===== src/hw/rtl/keypad_scan_debounce_unit_defines.svh =====
// assertion helpers for the keypad scanner
`ifndef KEYPAD_SCAN_DEBOUNCE_UNIT_DEFINES_SVH
`define KEYPAD_SCAN_DEBOUNCE_UNIT_DEFINES_SVH

// same-cycle implication, disabled during reset
`define KSD_ASSERT(label, clk, rst, ante, cons, msg) \
  label: assert property (@(posedge clk) disable iff (rst) (ante) |-> (cons)) \
    else $error(msg);

// next-cycle implication, disabled during reset
`define KSD_ASSERT_NEXT(label, clk, rst, ante, cons, msg) \
  label: assert property (@(posedge clk) disable iff (rst) (ante) |=> (cons)) \
    else $error(msg);

`endif


===== src/hw/rtl/kpd_pkg.sv =====
`timescale 1ns / 1ps

package kpd_pkg;

  // default matrix size
  localparam int Rows    = 4;
  localparam int Columns = 4;

  // fixed field widths
  localparam int LevelWidth = 4;
  localparam int MaskWidth  = 4;
  localparam int ColWidth   = 2;
  localparam int CountWidth = 8;

  // settle time after reset
  localparam logic [CountWidth-1:0] SettleReset = 8'd1;

  // per-row lane findings
  typedef struct packed {
    logic press;
    logic pressed;
  } lane_res_t;

  // one result beat, scanned_column in the lowest bits
  typedef struct packed {
    logic [ColWidth-1:0]  drive_column;
    logic [MaskWidth-1:0] key_state;
    logic [MaskWidth-1:0] press_mask;
    logic [ColWidth-1:0]  scanned_column;
  } beat_t;

endpackage


===== src/hw/rtl/kpd_lane.sv =====
`timescale 1ns / 1ps

// debounce state of one matrix row, one entry per column
module kpd_lane #(
  parameter int COLUMNS = kpd_pkg::Columns
) (
  input  logic                                clk,
  input  logic                                rst,
  input  logic                                advance,
  input  logic [$clog2(COLUMNS)-1:0]          col,
  input  logic                                sample_high,
  input  logic [kpd_pkg::CountWidth-1:0]      settle,
  output kpd_pkg::lane_res_t                  res
);

  localparam int CntW = kpd_pkg::CountWidth;

  logic            pressed [COLUMNS];
  logic [CntW-1:0] holdoff [COLUMNS];

  logic            pressed_next;
  logic [CntW-1:0] holdoff_next;
  logic            now;
  logic            change;

  // sample when the hold-off has run out, otherwise count down
  always_comb begin
    now          = ~sample_high;
    change       = 1'b0;
    pressed_next = pressed[col];
    holdoff_next = holdoff[col];
    if (holdoff[col] == '0) begin
      change       = now != pressed[col];
      pressed_next = now;
      holdoff_next = change ? settle : '0;
    end else begin
      holdoff_next = holdoff[col] - CntW'(1);
    end
    res.press   = change & now;
    res.pressed = pressed_next;
  end

  // write back the entry of the scanned column
  always_ff @(posedge clk) begin
    if (rst) begin
      for (int c = 0; c < COLUMNS; c++) begin
        pressed[c] <= 1'b0;
        holdoff[c] <= '0;
      end
    end else if (advance) begin
      pressed[col] <= pressed_next;
      holdoff[col] <= holdoff_next;
    end
  end

endmodule


===== src/hw/rtl/kpd_merge.sv =====
`timescale 1ns / 1ps

`include "keypad_scan_debounce_unit_defines.svh"

// gathers the lane findings into a beat and buffers it two deep
module kpd_merge #(
  parameter int ROWS = kpd_pkg::Rows
) (
  input  logic                               clk,
  input  logic                               rst,
  input  logic                               in_valid,
  output logic                               in_ready,
  input  logic [kpd_pkg::ColWidth-1:0]       scanned_column,
  input  logic [kpd_pkg::ColWidth-1:0]       drive_column,
  input  kpd_pkg::lane_res_t                 lane_res [ROWS],
  output logic                               m_tvalid,
  input  logic                               m_tready,
  output kpd_pkg::beat_t                     m_beat
);

  localparam int MaskW = kpd_pkg::MaskWidth;

  kpd_pkg::beat_t    beat_new;
  kpd_pkg::beat_t    skid;
  logic              skid_valid;
  logic [MaskW-1:0]  mask;
  logic [MaskW-1:0]  state;
  logic              accept;

  // rows beyond the matrix read as zero
  for (genvar r = 0; r < MaskW; r++) begin : g_pack
    if (r < ROWS) begin : g_row
      assign mask[r]  = lane_res[r].press;
      assign state[r] = lane_res[r].pressed;
    end else begin : g_none
      assign mask[r]  = 1'b0;
      assign state[r] = 1'b0;
    end
  end

  always_comb begin
    beat_new.scanned_column = scanned_column;
    beat_new.press_mask     = mask;
    beat_new.key_state      = state;
    beat_new.drive_column   = drive_column;
  end

  assign in_ready = ~skid_valid;
  assign accept   = in_valid & in_ready;

  // output register with skid entry behind it
  always_ff @(posedge clk) begin
    if (rst) begin
      m_tvalid   <= 1'b0;
      skid_valid <= 1'b0;
    end else if (skid_valid) begin
      if (m_tready) begin
        m_beat     <= skid;
        skid_valid <= 1'b0;
      end
    end else if (accept) begin
      if (!m_tvalid || m_tready) begin
        m_beat   <= beat_new;
        m_tvalid <= 1'b1;
      end else begin
        skid       <= beat_new;
        skid_valid <= 1'b1;
      end
    end else if (m_tready) begin
      m_tvalid <= 1'b0;
    end
  end

  `KSD_ASSERT(a_skid_behind_out, clk, rst, skid_valid, m_tvalid, "skid full with output empty")
  `KSD_ASSERT_NEXT(a_stall_to_skid, clk, rst, accept && m_tvalid && !m_tready, skid_valid, "stalled beat not parked")
  `KSD_ASSERT_NEXT(a_skid_drain, clk, rst, skid_valid && m_tready, !skid_valid && m_tvalid, "skid beat not moved out")

endmodule


===== src/hw/rtl/keypad_scan_debounce_unit.sv =====
`timescale 1ns / 1ps

// Key matrix scanner with per-key debounce.
// s_tdata carries the row pin levels of the column currently driven (low
// means pressed); each accepted beat is one scan tick. Every row has its own
// lane holding the debounced state and hold-off counter of each column, so
// all rows of a column are updated in the same cycle.
// m_tdata returns the scanned column, its new press edges, its debounced
// states and the column to drive for the next tick.
// cfg_data sets the settle time in scan ticks; it is always ready and should
// be written while no beat is in flight.
// Each result is registered: it goes to the output register, or to the skid entry
// while the receiver stalls. Throughput: one beat per cycle while s_tready is high.
// Results go through an output register backed by one skid entry: a stalled
// receiver lets one more beat in, then s_tready drops until the skid drains.
// Reset clears all key states and counters, scans column 0 first and loads a
// settle time of one tick.
module keypad_scan_debounce_unit #(
  parameter int ROWS    = kpd_pkg::Rows,
  parameter int COLUMNS = kpd_pkg::Columns
) (
  input  logic        clk,
  input  logic        rst,
  input  logic        s_tvalid,
  output logic        s_tready,
  input  logic [7:0]  s_tdata,   // [3:0] row_levels
  output logic        m_tvalid,
  input  logic        m_tready,
  output logic [15:0] m_tdata,   // [1:0] scanned_column, [5:2] press_mask,
                                 // [9:6] key_state, [11:10] drive_column
  input  logic        cfg_valid,
  output logic        cfg_ready,
  input  logic [7:0]  cfg_data   // settle_ticks
);

  localparam int IdxW  = $clog2(COLUMNS);
  localparam int ColW  = kpd_pkg::ColWidth;
  localparam int CntW  = kpd_pkg::CountWidth;
  localparam int LvlW  = kpd_pkg::LevelWidth;

  logic [IdxW-1:0]     column_index;
  logic [IdxW-1:0]     column_index_next;
  logic [CntW-1:0]     settle_ticks;
  logic                accept;
  kpd_pkg::lane_res_t  lane_res [ROWS];
  kpd_pkg::beat_t      m_beat;

  assign accept    = s_tvalid & s_tready;
  assign cfg_ready = 1'b1;

  // settle register
  always_ff @(posedge clk) begin
    if (rst) begin
      settle_ticks <= kpd_pkg::SettleReset;
    end else if (cfg_valid) begin
      settle_ticks <= cfg_data;
    end
  end

  // column scan counter
  assign column_index_next = (column_index == IdxW'(COLUMNS - 1)) ? '0
                                                                 : column_index + IdxW'(1);

  always_ff @(posedge clk) begin
    if (rst) begin
      column_index <= '0;
    end else if (accept) begin
      column_index <= column_index_next;
    end
  end

  // one lane per row; rows without a pin read as released
  for (genvar r = 0; r < ROWS; r++) begin : g_lane
    logic row_high;
    if (r < LvlW) begin : g_pin
      assign row_high = s_tdata[r];
    end else begin : g_nopin
      assign row_high = 1'b1;
    end

    kpd_lane #(
      .COLUMNS (COLUMNS)
    ) u_lane (
      .clk         (clk),
      .rst         (rst),
      .advance     (accept),
      .col         (column_index),
      .sample_high (row_high),
      .settle      (settle_ticks),
      .res         (lane_res[r])
    );
  end

  kpd_merge #(
    .ROWS (ROWS)
  ) u_merge (
    .clk            (clk),
    .rst            (rst),
    .in_valid       (s_tvalid),
    .in_ready       (s_tready),
    .scanned_column (ColW'(column_index)),
    .drive_column   (ColW'(column_index_next)),
    .lane_res       (lane_res),
    .m_tvalid       (m_tvalid),
    .m_tready       (m_tready),
    .m_beat         (m_beat)
  );

  assign m_tdata = {4'b0000, m_beat};

endmodule


===== config.mk =====
export PLATFORM = sky130hd
export DESIGN_NAME = keypad_scan_debounce_unit
export DESIGN_NICKNAME = d
export VERILOG_FILES = /design/src/hw/rtl/kpd_pkg.sv /design/src/hw/rtl/kpd_lane.sv /design/src/hw/rtl/kpd_merge.sv /design/src/hw/rtl/keypad_scan_debounce_unit.sv
export VERILOG_INCLUDE_DIRS = /design/src /design/src/hw/rtl
export SDC_FILE = /design/constraint.sdc
export NUM_CORES = 1
export LEC_CHECK = 0
export ABC_AREA = 1
export BUFFER_PORTS_ARGS = -buffer_cell sky130_fd_sc_hd__buf_2
export CAP_MARGIN = 25
export CORE_MARGIN = 2
export CORE_UTILIZATION = 55
export CTS_CLUSTER_DIAMETER = 60
export DETAILED_ROUTE_END_ITERATION = 7
export GPL_TIMING_DRIVEN = 1
export PLACE_DENSITY = 0.77
export SLEW_MARGIN = 0
export SYNTH_ARGS = -nofsm -noshare
export SYNTH_HDL_FRONTEND = slang
export SYNTH_HIERARCHICAL = 1
export SYNTH_SLANG_ARGS = --single-unit

===== constraint.sdc =====
create_clock -name clk -period 2.3 [get_ports clk]
set_input_delay 0.46 -clock clk [delete_from_list [all_inputs] [get_ports clk]]
set_output_delay 0.46 -clock clk [all_outputs]
set_load 0.01 [all_outputs]

==> results of run 1 <==
layer usage:
metal,part of all wire,track usage,vias to the layer above
met4,0.032,0.112,0
met5,0,0,-
li1,-,-,3512
met3,0.061,0.0413,50
met2,0.49,0.395,229
met1,0.42,0.315,3347
logic make-up after synthesis:
logic type / Yosys count / synth area share
AND/OR/NAND/NOR: 614 / 0.289
flip-flops: 180 / 0.563
buffers and inverters: 106 / 0.0548
AO/OA/AOI/OAI: 95 / 0.0587
XOR/XNOR: 16 / 0.0217
adder cells (fa/ha/maj): 9 / 0.0120
other: 2 / 0.000800
cell usage in the layout, fill, tap and decap left out, drive strengths merged:
cell | netlist | final
nand2 | 339 | 340
edfxtp | 168 | 168
nor2 | 157 | 157
nand3 | 108 | 108
inv | 71 | 77
buf | 31 | 68
a21oi | 65 | 65
clkbuf | 0 | 24
o21ai | 18 | 18
dfxtp | 12 | 12
ha | 9 | 9
o21bai | 8 | 8
xor2 | 8 | 8
nor3 | 8 | 8
xnor2 | 8 | 8
clkinv | 4 | 7
conb | 2 | 5
o31ai | 4 | 4
nand4 | 2 | 2
state kept, by name, indices dropped and copies added, names as in the netlist:
signal                 count
g_lane.u_lane/holdoff    128
settle_ticks               8
u_merge/m_beat            12
column_index               2
u_merge/skid              12
u_merge/m_tvalid           1
u_merge/skid_valid         1
g_lane.u_lane/pressed     16
how the worst min path moves through the flow:
stage / startpoint / to / slack [ns] / cells after the start
floorplan: u_merge/skid[5] / u_merge/m_beat[5] / 0.49 / 2
finish: cfg_data[2] / settle_ticks[2] / 0.25 / 3
global placement: u_merge/skid[3] / u_merge/m_beat[3] / 0.50 / 2
global route: cfg_data[4] / settle_ticks[4] / 0.24 / 3
CTS: cfg_data[0] / settle_ticks[0] / 0.23 / 3
detailed placement: u_merge/skid[7] / u_merge/m_beat[7] / 0.50 / 2
critical path, cell delays in order (launching register included):
cell and delay, ns:
dfxtp_4 0.42, buf_12 0.18, inv_2 0.12, buf_12 0.16, nand2_1 0.06, nand3_1 0.07
nand2_2 0.12, nand2_2 0.09, nor2_1 0.18, nand2_2 0.14, o21bai_1 0.19, nand2_1 0.16
nor2_1 0.06
where the power goes:
part	leakage [nW]	internal (W)	total, W	switching, W
sequential	1.82	0.00386	0.00396	0.000100
combinational	2.33	0.000589	0.00189	0.00130
clock	0.314	0.00172	0.00298	0.00126
total	4.47	0.00617	0.00883	0.00266
Yosys cell counts, types with 5 or more instances:
master / count / share of area
inv_2: 18 / 0.0072
o21bai_1: 8 / 0.0064
o21ai_0: 10 / 0.0053
o21ai_2: 5 / 0.0047
ha_1: 9 / 0.012
nand2_2: 45 / 0.030
edfxtp_1: 168 / 0.54
a21oi_2: 7 / 0.0065
buf_2: 12 / 0.0064
a21oi_1: 58 / 0.031
dfxtp_1: 12 / 0.026
nor2_4: 9 / 0.011
nor2_1: 140 / 0.056
buf_6: 8 / 0.0096
inv_1: 53 / 0.021
xor2_1: 8 / 0.0075
nand3_1: 108 / 0.058
nor3_1: 8 / 0.0043
nor2_2: 5 / 0.0033
buf_4: 11 / 0.0088
nand2_1: 292 / 0.12
through the flow:
stage,hold slack [ns],TNS (ns),utilization,setup WS (ns),total power [W]
6_report,0.252,0,0.639,0.0982,0.00883
5_1_grt,0.241,-0.0974,0.639,-0.0304,0.00923
4_1_cts,0.233,0,0.635,0.0171,0.00881
3_5_place_dp,0.503,0,0.597,0.0290,0.00585
3_3_place_gp,0.501,0,0.597,0.0774,0.00580
2_1_floorplan,0.491,0,-,0.106,0.00539
timing repair:
action	CTS	global route
buffers inserted	0	1
resized for setup	0	18
setup endpoints to repair	0	86
final cells by class:
type | count | area (um^2)
fill | 1330 | 6010
sequential | 180 | 5290
multi-input combinational | 740 | 3650
clock buffer | 23 | 553
timing repair buffer | 69 | 507
inverter | 75 | 287
tap | 220 | 275
clock inverter | 9 | 73.8
==> impl_metrics.env, run 1 <==
export IMPL_syn_inst=1022
export IMPL_synth_edf_count=168
export IMPL_vias=7138
export IMPL_fp_dieArea_um2=18100
export IMPL_reg2reg_to="g_lane[0].u_lane/holdoff[1][3]"
export IMPL_slew_violations=0
export IMPL_clockBufferDepth=2
export IMPL_maxCapViolations=0
export IMPL_row_count=47
export IMPL_start_util=0.564
export IMPL_fin_nets=1113
export IMPL_period_needed_ns=2.20
export IMPL_ys_types=31
export IMPL_via_per_inst=5.42
export IMPL_clk_latency_ns=0.44
export IMPL_crit_type="reg2reg"
export IMPL_final_antenna_net_count=0
export IMPL_root_buffer="clkbuf_16"
export IMPL_stdcell_count=1316
export IMPL_setup_viol_count_final=0
export IMPL_area_delta_synth_final_pct=13.3
export IMPL_drt_pass1_iterations=5
export IMPL_peakVddDrop_mv=0.566
export IMPL_synth_area_um2=9390
export IMPL_fin_skew_ns=0.00656
export IMPL_worst_setup_path_end_kind="register"
export IMPL_timing_final_crit_share=0.957
export IMPL_drive_gt1_frac=0.194
export IMPL_clkSinkCount=180
export IMPL_synthArstFlopShare=0
export IMPL_hold_viol_final=0
export IMPL_clk_pin_slew_ns=0.07
export IMPL_cts_buffers=17
export IMPL_grt_max_degree=28
export IMPL_leakage_nw=4.47
export IMPL_overflow=0
export IMPL_io_buffers=30
export IMPL_relSlewSlack=0.602
export IMPL_fmax_ghz=0.454
export IMPL_ys_flop_type="edfxtp_1"
export IMPL_design_area_um2=10600
export IMPL_reg2reg_depth=12
export IMPL_r2r_start="column_index[0]"
export IMPL_grt_first_pass_wirelength_um=33200
export IMPL_diodes=0
export IMPL_synth_seq_cells=180
export IMPL_drtIter0Drc=645
export IMPL_drc_errors=0
export IMPL_worstMarginPinSlew_ns=0.597
export IMPL_yosysSeqAreaShare=0.563
export IMPL_hpwl_um=14200
export IMPL_worst_ep_arrival_time_ns=2.39
export IMPL_core_area_um2=16600
export IMPL_gp_congestion=0.882
export IMPL_postPlaceCellArea_um2=9940
export IMPL_hold_buffers=0
export IMPL_start_kind="register"
export IMPL_grt_pass1_vias=6645
export IMPL_die_w_um=135
export IMPL_worstPathRequired_ns=2.49
export IMPL_min_path_type="in2reg"
export IMPL_fp_dieH_um=135
export IMPL_grt_total_usage=0.241
export IMPL_status="finished, final reports clean"
export IMPL_critPathMaxFanout=19
export IMPL_drt_total_wl_um=21200
export IMPL_avgSynthCellArea_um2=9.18
export IMPL_h_tree_depth=4
export IMPL_wl_per_cell_um=16.1
export IMPL_io_pins=40
export IMPL_grt_antenna_before_repair=0
export IMPL_endpoint="g_lane[0].u_lane/holdoff[1][3]"
export IMPL_p_per_area_nw_per_um2=831
export IMPL_place_inst=1282
export IMPL_cts_tree="done"
export IMPL_regToRegSetupSlack_ns=0.1
export IMPL_crit_path_start="column_index[0]"
export IMPL_ys_warn_count=6
Power figures use the tool's default switching activity.
==> inputs of run 2 (changes only) <==
--- a/config.mk
+++ b/config.mk
@@ -10,11 +10,12 @@
 export BUFFER_PORTS_ARGS = -buffer_cell sky130_fd_sc_hd__buf_2
 export CAP_MARGIN = 25
 export CORE_MARGIN = 2
-export CORE_UTILIZATION = 55
+export CORE_UTILIZATION = 56
+export CTS_BUF_LIST = sky130_fd_sc_hd__clkbuf_16
 export CTS_CLUSTER_DIAMETER = 60
 export DETAILED_ROUTE_END_ITERATION = 7
 export GPL_TIMING_DRIVEN = 1
-export PLACE_DENSITY = 0.77
+export PLACE_DENSITY = 0.76
 export SLEW_MARGIN = 0
 export SYNTH_ARGS = -nofsm -noshare
 export SYNTH_HDL_FRONTEND = slang
==> impl_metrics.env, run 2 (synthesis gave the netlist of run 1 again) <==
export IMPL_worst_setup_path_end_kind="register"
export IMPL_start_util=0.570
export IMPL_reg2reg_depth=12
export IMPL_fin_nets=1117
export IMPL_worst_ep_arrival_time_ns=2.47
export IMPL_drt_total_wl_um=21200
export IMPL_wl_per_cell_um=16.0
export IMPL_vias=7159
export IMPL_drt_pass1_iterations=8
export IMPL_start_kind="register"
export IMPL_status="finished, final reports clean"
export IMPL_layout_common_cells="nand2_1 (282), edfxtp_1 (168), nor2_1 (137)"
export IMPL_crit_type="reg2reg"
export IMPL_timing_final_crit_share=0.956
export IMPL_period_needed_ns=2.20
export IMPL_place_inst=1286
export IMPL_p_comb_frac=0.225
export IMPL_row_count=47
export IMPL_regMostFlops="g_lane.u_lane/holdoff"
export IMPL_cts_tree="done"
export IMPL_io_pins=40
export IMPL_critPathMaxFanout=12
export IMPL_fin_util=0.647
export IMPL_cts_setup_buffers=0
export IMPL_drtIter0Drc=661
export IMPL_final_common_cell="nand2_1"
export IMPL_hold_start="cfg_data[1]"
export IMPL_p_int_w=0.00619
export IMPL_fp_dieArea_um2=17800
export IMPL_worstMarginPinSlew_ns=0.520
export IMPL_core_area_um2=16500
export IMPL_grt_total_usage=0.245
export IMPL_clkSinkCount=180
export IMPL_design_area_um2=10600
export IMPL_min_path_type="in2reg"
export IMPL_grt_first_pass_wirelength_um=33500
export IMPL_p_switching_w=0.00272
export IMPL_postPlaceCellArea_um2=9940
export IMPL_grt_max_degree=30
export IMPL_netSwitchingFraction=0.305
export IMPL_h_tree_depth=4
export IMPL_setup_viol_count_final=0
export IMPL_r2r_start="column_index[0]"
export IMPL_die_w_um=133
export IMPL_area_delta_synth_final_pct=13.5
export IMPL_p_per_area_nw_per_um2=837
export IMPL_peakVddDrop_mv=0.556
export IMPL_maxCapViolations=0
export IMPL_whs_ns=0.249
export IMPL_largest_register_ffs=128
export IMPL_min_delay_path_depth=3
export IMPL_gp_congestion=0.855
export IMPL_via_per_inst=5.42
export IMPL_grt_antenna_before_repair=0
export IMPL_diodes=0
export IMPL_final_antenna_net_count=0
export IMPL_stdcell_count=1320
export IMPL_clockBufferDepth=2
export IMPL_io_buffers=30
export IMPL_tns_ns=0
export IMPL_clk_latency_ns=0.43
export IMPL_fp_dieH_um=133
export IMPL_root_buffer="clkbuf_16"
export IMPL_relSlewSlack=0.650
export IMPL_pwr_share_seq=0.443
export IMPL_top_regs="g_lane.u_lane/holdoff (128), g_lane.u_lane/pressed (16)"
export IMPL_crit_path_start="column_index[0]"
export IMPL_fmax_ghz=0.455
export IMPL_fin_skew_ns=0.0120
export IMPL_drive_gt1_frac=0.200
export IMPL_leakage_nw=4.47
export IMPL_clkPwrFrac=0.333
export IMPL_hpwl_um=14600
export IMPL_worstPathRequired_ns=2.58
export IMPL_rsz0062_at_grt="yes"
export IMPL_overflow=0
export IMPL_slew_violations=0
export IMPL_clk_pin_slew_ns=0.07
export IMPL_cts_buffers=17
export IMPL_hold_viol_final=0
export IMPL_grt_pass1_vias=6650
export IMPL_drc_errors=0
-- run 2: changes by cell type in the layout (fill, tap and decap cells not counted), moves of 3 or more --
cell       delta
nand2_1       -6
a21oi_2       -4
nand2_2       +7
clkbuf_16     -4
bufinv_16     +3
buf_4         +7
-- run 2: stage by stage --
stage | setup slack (ns) | total power, W
floorplan | 0.106 | 0.00539
global placement | 0.116 | 0.00584
detailed placement | 0.0713 | 0.00589
CTS | 0.0521 | 0.00885
global route | 0.00124 | 0.00929
finish | 0.101 | 0.00891
-- run 2: path summary, 6_finish.rpt --
check,endpoint,slack [ns]
worst max-delay path,g_lane[2].u_lane/holdoff[0][7],0.10
worst min-delay path,settle_ticks[1],0.25
worst max register to register,g_lane[2].u_lane/holdoff[0][7],0.10
worst min register to register,u_merge/m_beat[3],0.52
-- run 2: power by group through the flow --
stage / sequential [W] / clock (W) / combinational (W)
global placement: 0.00400 / 0 / 0.00183
global route: 0.00396 / 0.00312 / 0.00220
detailed placement: 0.00401 / 0 / 0.00188
finish: 0.00394 / 0.00296 / 0.00200
floorplan: 0.00400 / 0 / 0.00139
CTS: 0.00394 / 0.00300 / 0.00191
-- run 2: critical path: stages, from the launching register on --
cell and delay [ns]:
dfxtp_2 0.35, buf_4 0.16, inv_2 0.11, buf_4 0.20
nand2_1 0.06, nand3_1 0.07, nand2_2 0.15, nand2_1 0.17
nor2_4 0.19, nand2_4 0.10, nor2_8 0.17, nand2_2 0.11
a21oi_1 0.19
-- run 2: final cells by class --
cell class | instances | area [um^2]
Clock inverter | 15 | 178
Sequential cell | 180 | 5290
Multi-Input combinational cell | 741 | 3690
Fill cell | 1344 | 5820
Clock buffer | 17 | 425
Timing Repair Buffer | 72 | 503
Tap cell | 220 | 275
Inverter | 75 | 294
-- run 2: what timing repair did --
| item | 4_1_cts | 5_1_grt |
|---|---|---|
| endpoints found under the setup margin | 0 | 118 |
| gates resized for setup | 0 | 33 |
| hold buffers | 0 | 0 |
-- run 2: metal layers --
layer	vias up	GRT usage	wire length, um
met5	-	0	0
met4	0	0.0715	473
met3	44	0.0449	1360
met2	260	0.425	10700
met1	3334	0.317	8590
li1	3521	-	-
==> inputs of run 3 (changes only) <==
==> constraint.sdc (replaced) <==
create_clock -name clk -period 2.3 [get_ports clk]
set_input_delay 0.23 -clock clk [delete_from_list [all_inputs] [get_ports clk]]
set_output_delay 0.23 -clock clk [all_outputs]
set_load 0.01 [all_outputs]
==> impl_metrics.env, run 3 (synthesis gave the netlist of run 1 again) <==
export IMPL_status="finished, final reports clean"
export IMPL_worst_setup_path_end_kind="register"
export IMPL_peakVddDrop_mv=0.545
export IMPL_fp_dieArea_um2=17800
export IMPL_critPathMaxFanout=29
export IMPL_clk_pin_slew_ns=0.07
export IMPL_setup_viol_count_final=0
export IMPL_grt_pass1_vias=6717
export IMPL_grt_first_pass_wirelength_um=33600
export IMPL_io_pins=40
export IMPL_clockBufferDepth=2
export IMPL_wl_per_cell_um=16.0
export IMPL_vias=7080
export IMPL_drt_total_wl_um=21100
export IMPL_drtIter0Drc=621
export IMPL_timing_final_crit_share=0.937
export IMPL_diodes=0
export IMPL_fin_ws_ns=0.144
export IMPL_critical_path_buf_inv_count=2
export IMPL_r2r_start="column_index[0]"
export IMPL_whs_ns=0.0380
export IMPL_hold_viol_final=0
export IMPL_hold_start="cfg_data[0]"
export IMPL_grt_total_usage=0.247
export IMPL_critPathMostFrequentCell="nand2_1"
export IMPL_drt_pass1_iterations=5
export IMPL_critical_path_top_delay_family="simple AND/OR/NAND/NOR gates"
export IMPL_final_antenna_net_count=0
export IMPL_clkSinkCount=180
export IMPL_drc_errors=0
export IMPL_slowest_delay_ns=0.39
export IMPL_fmax_ghz=0.464
export IMPL_start_kind="register"
export IMPL_gp_congestion=0.884
export IMPL_grt_max_degree=30
export IMPL_crit_type="reg2reg"
export IMPL_path_cells="buf_12 -> nand2_1 -> nand3_1 -> nand2_1 -> ha_1 -> inv_1 -> nor2_1 -> nand2_2 -> o21bai_1 -> nand2_1 -> nor2_1"
export IMPL_grt_antenna_before_repair=0
export IMPL_drive_gt1_frac=0.195
export IMPL_core_area_um2=16500
export IMPL_period_needed_ns=2.16
export IMPL_start_util=0.570
export IMPL_via_per_inst=5.37
export IMPL_io_buffers=30
export IMPL_regMostFlops="g_lane.u_lane/holdoff"
export IMPL_cts_tree="done"
export IMPL_worstMarginPinSlew_ns=0.512
export IMPL_row_count=47
export IMPL_worstPathRequired_ns=2.50
export IMPL_maxCapViolations=0
export IMPL_fin_nets=1117
export IMPL_slowest_stage="dfxtp_4"
export IMPL_area_delta_synth_final_pct=13.3
export IMPL_layout_common_cells="nand2_1 (288), edfxtp_1 (168), nor2_1 (139)"
export IMPL_hpwl_um=14700
export IMPL_min_path_type="in2reg"
export IMPL_final_common_cell="nand2_1"
export IMPL_fill_cells=1364
export IMPL_overflow=0
export IMPL_p_per_area_nw_per_um2=836
export IMPL_root_buffer="clkbuf_16"
export IMPL_leakage_nw=4.46
export IMPL_cts_buffers=17
export IMPL_top_regs="g_lane.u_lane/holdoff (128), g_lane.u_lane/pressed (16)"
export IMPL_pre_cts_ws_ns=0.0335
export IMPL_clk_latency_ns=0.44
export IMPL_largest_register_ffs=128
export IMPL_fin_skew_ns=0.0109
export IMPL_crit_path_start="column_index[0]"
export IMPL_relSlewSlack=0.659
export IMPL_worst_ep_arrival_time_ns=2.35
export IMPL_h_tree_depth=4
export IMPL_fp_dieH_um=133
export IMPL_die_w_um=133
export IMPL_slew_violations=0
==> run 3: metal layers <==
metal | vias up | track usage | wire length, um
li1 | 3530 | - | -
met1 | 3328 | 0.323 | 9020
met2 | 186 | 0.416 | 10600
met3 | 36 | 0.0415 | 1090
met4 | 0 | 0.0922 | 375
met5 | - | 0 | 0
==> run 3: through the flow <==
stage               utilization  setup TNS (ns)  instances  power, W  cell area, um^2
finish                    0.646               0       1319   0.00889            10600
CTS                       0.641               0       1317   0.00889            10600
floorplan                     -               0       1025   0.00539             9400
global placement          0.603               0       1285   0.00584             9940
global route              0.646        -0.00943       1319   0.00929            10600
detailed placement        0.603               0       1285   0.00589             9940
==> run 3: tightest hold or removal path, cell delays in order <==
cell and delay, ns:
buf_2 0.09, nand2_1 0.05, nand3_1 0.07
==> run 3: timing repair <==
item	4_1_cts	5_1_grt
hold buffers	1	0
gates resized for setup	0	22
setup endpoints to repair	0	155
hold endpoints to repair	1	0
setup buffers	0	1
==> run 3: final timing paths <==
check / end / slack (ns) / cells after the start
worst max-delay path: g_lane[2].u_lane/holdoff[2][4] / 0.14 / 11
worst min-delay path: settle_ticks[0] / 0.04 / 3
worst max register to register: g_lane[2].u_lane/holdoff[2][4] / 0.14 / 11
worst min register to register: u_merge/m_beat[0] / 0.52 / 2
==> run 3: cell type report <==
| type | instances | area, um^2 | share of cell area |
|---|---|---|---|
| flip-flops and latches | 180 | 5290 | 0.497 |
| multi-input cells | 740 | 3650 | 0.343 |
| repair buffers | 73 | 520 | 0.0489 |
| clock buffers | 17 | 425 | 0.0400 |
| inverters | 75 | 292 | 0.0274 |
| well taps | 220 | 275 | 0.0259 |
| clock inverters | 14 | 186 | 0.0175 |
==> run 3: report_power, final <==
part	total, W	internal (W)	switching (W)
sequential	0.00395	0.00386	0.0000880
clock	0.00299	0.00166	0.00134
combinational	0.00195	0.000604	0.00135
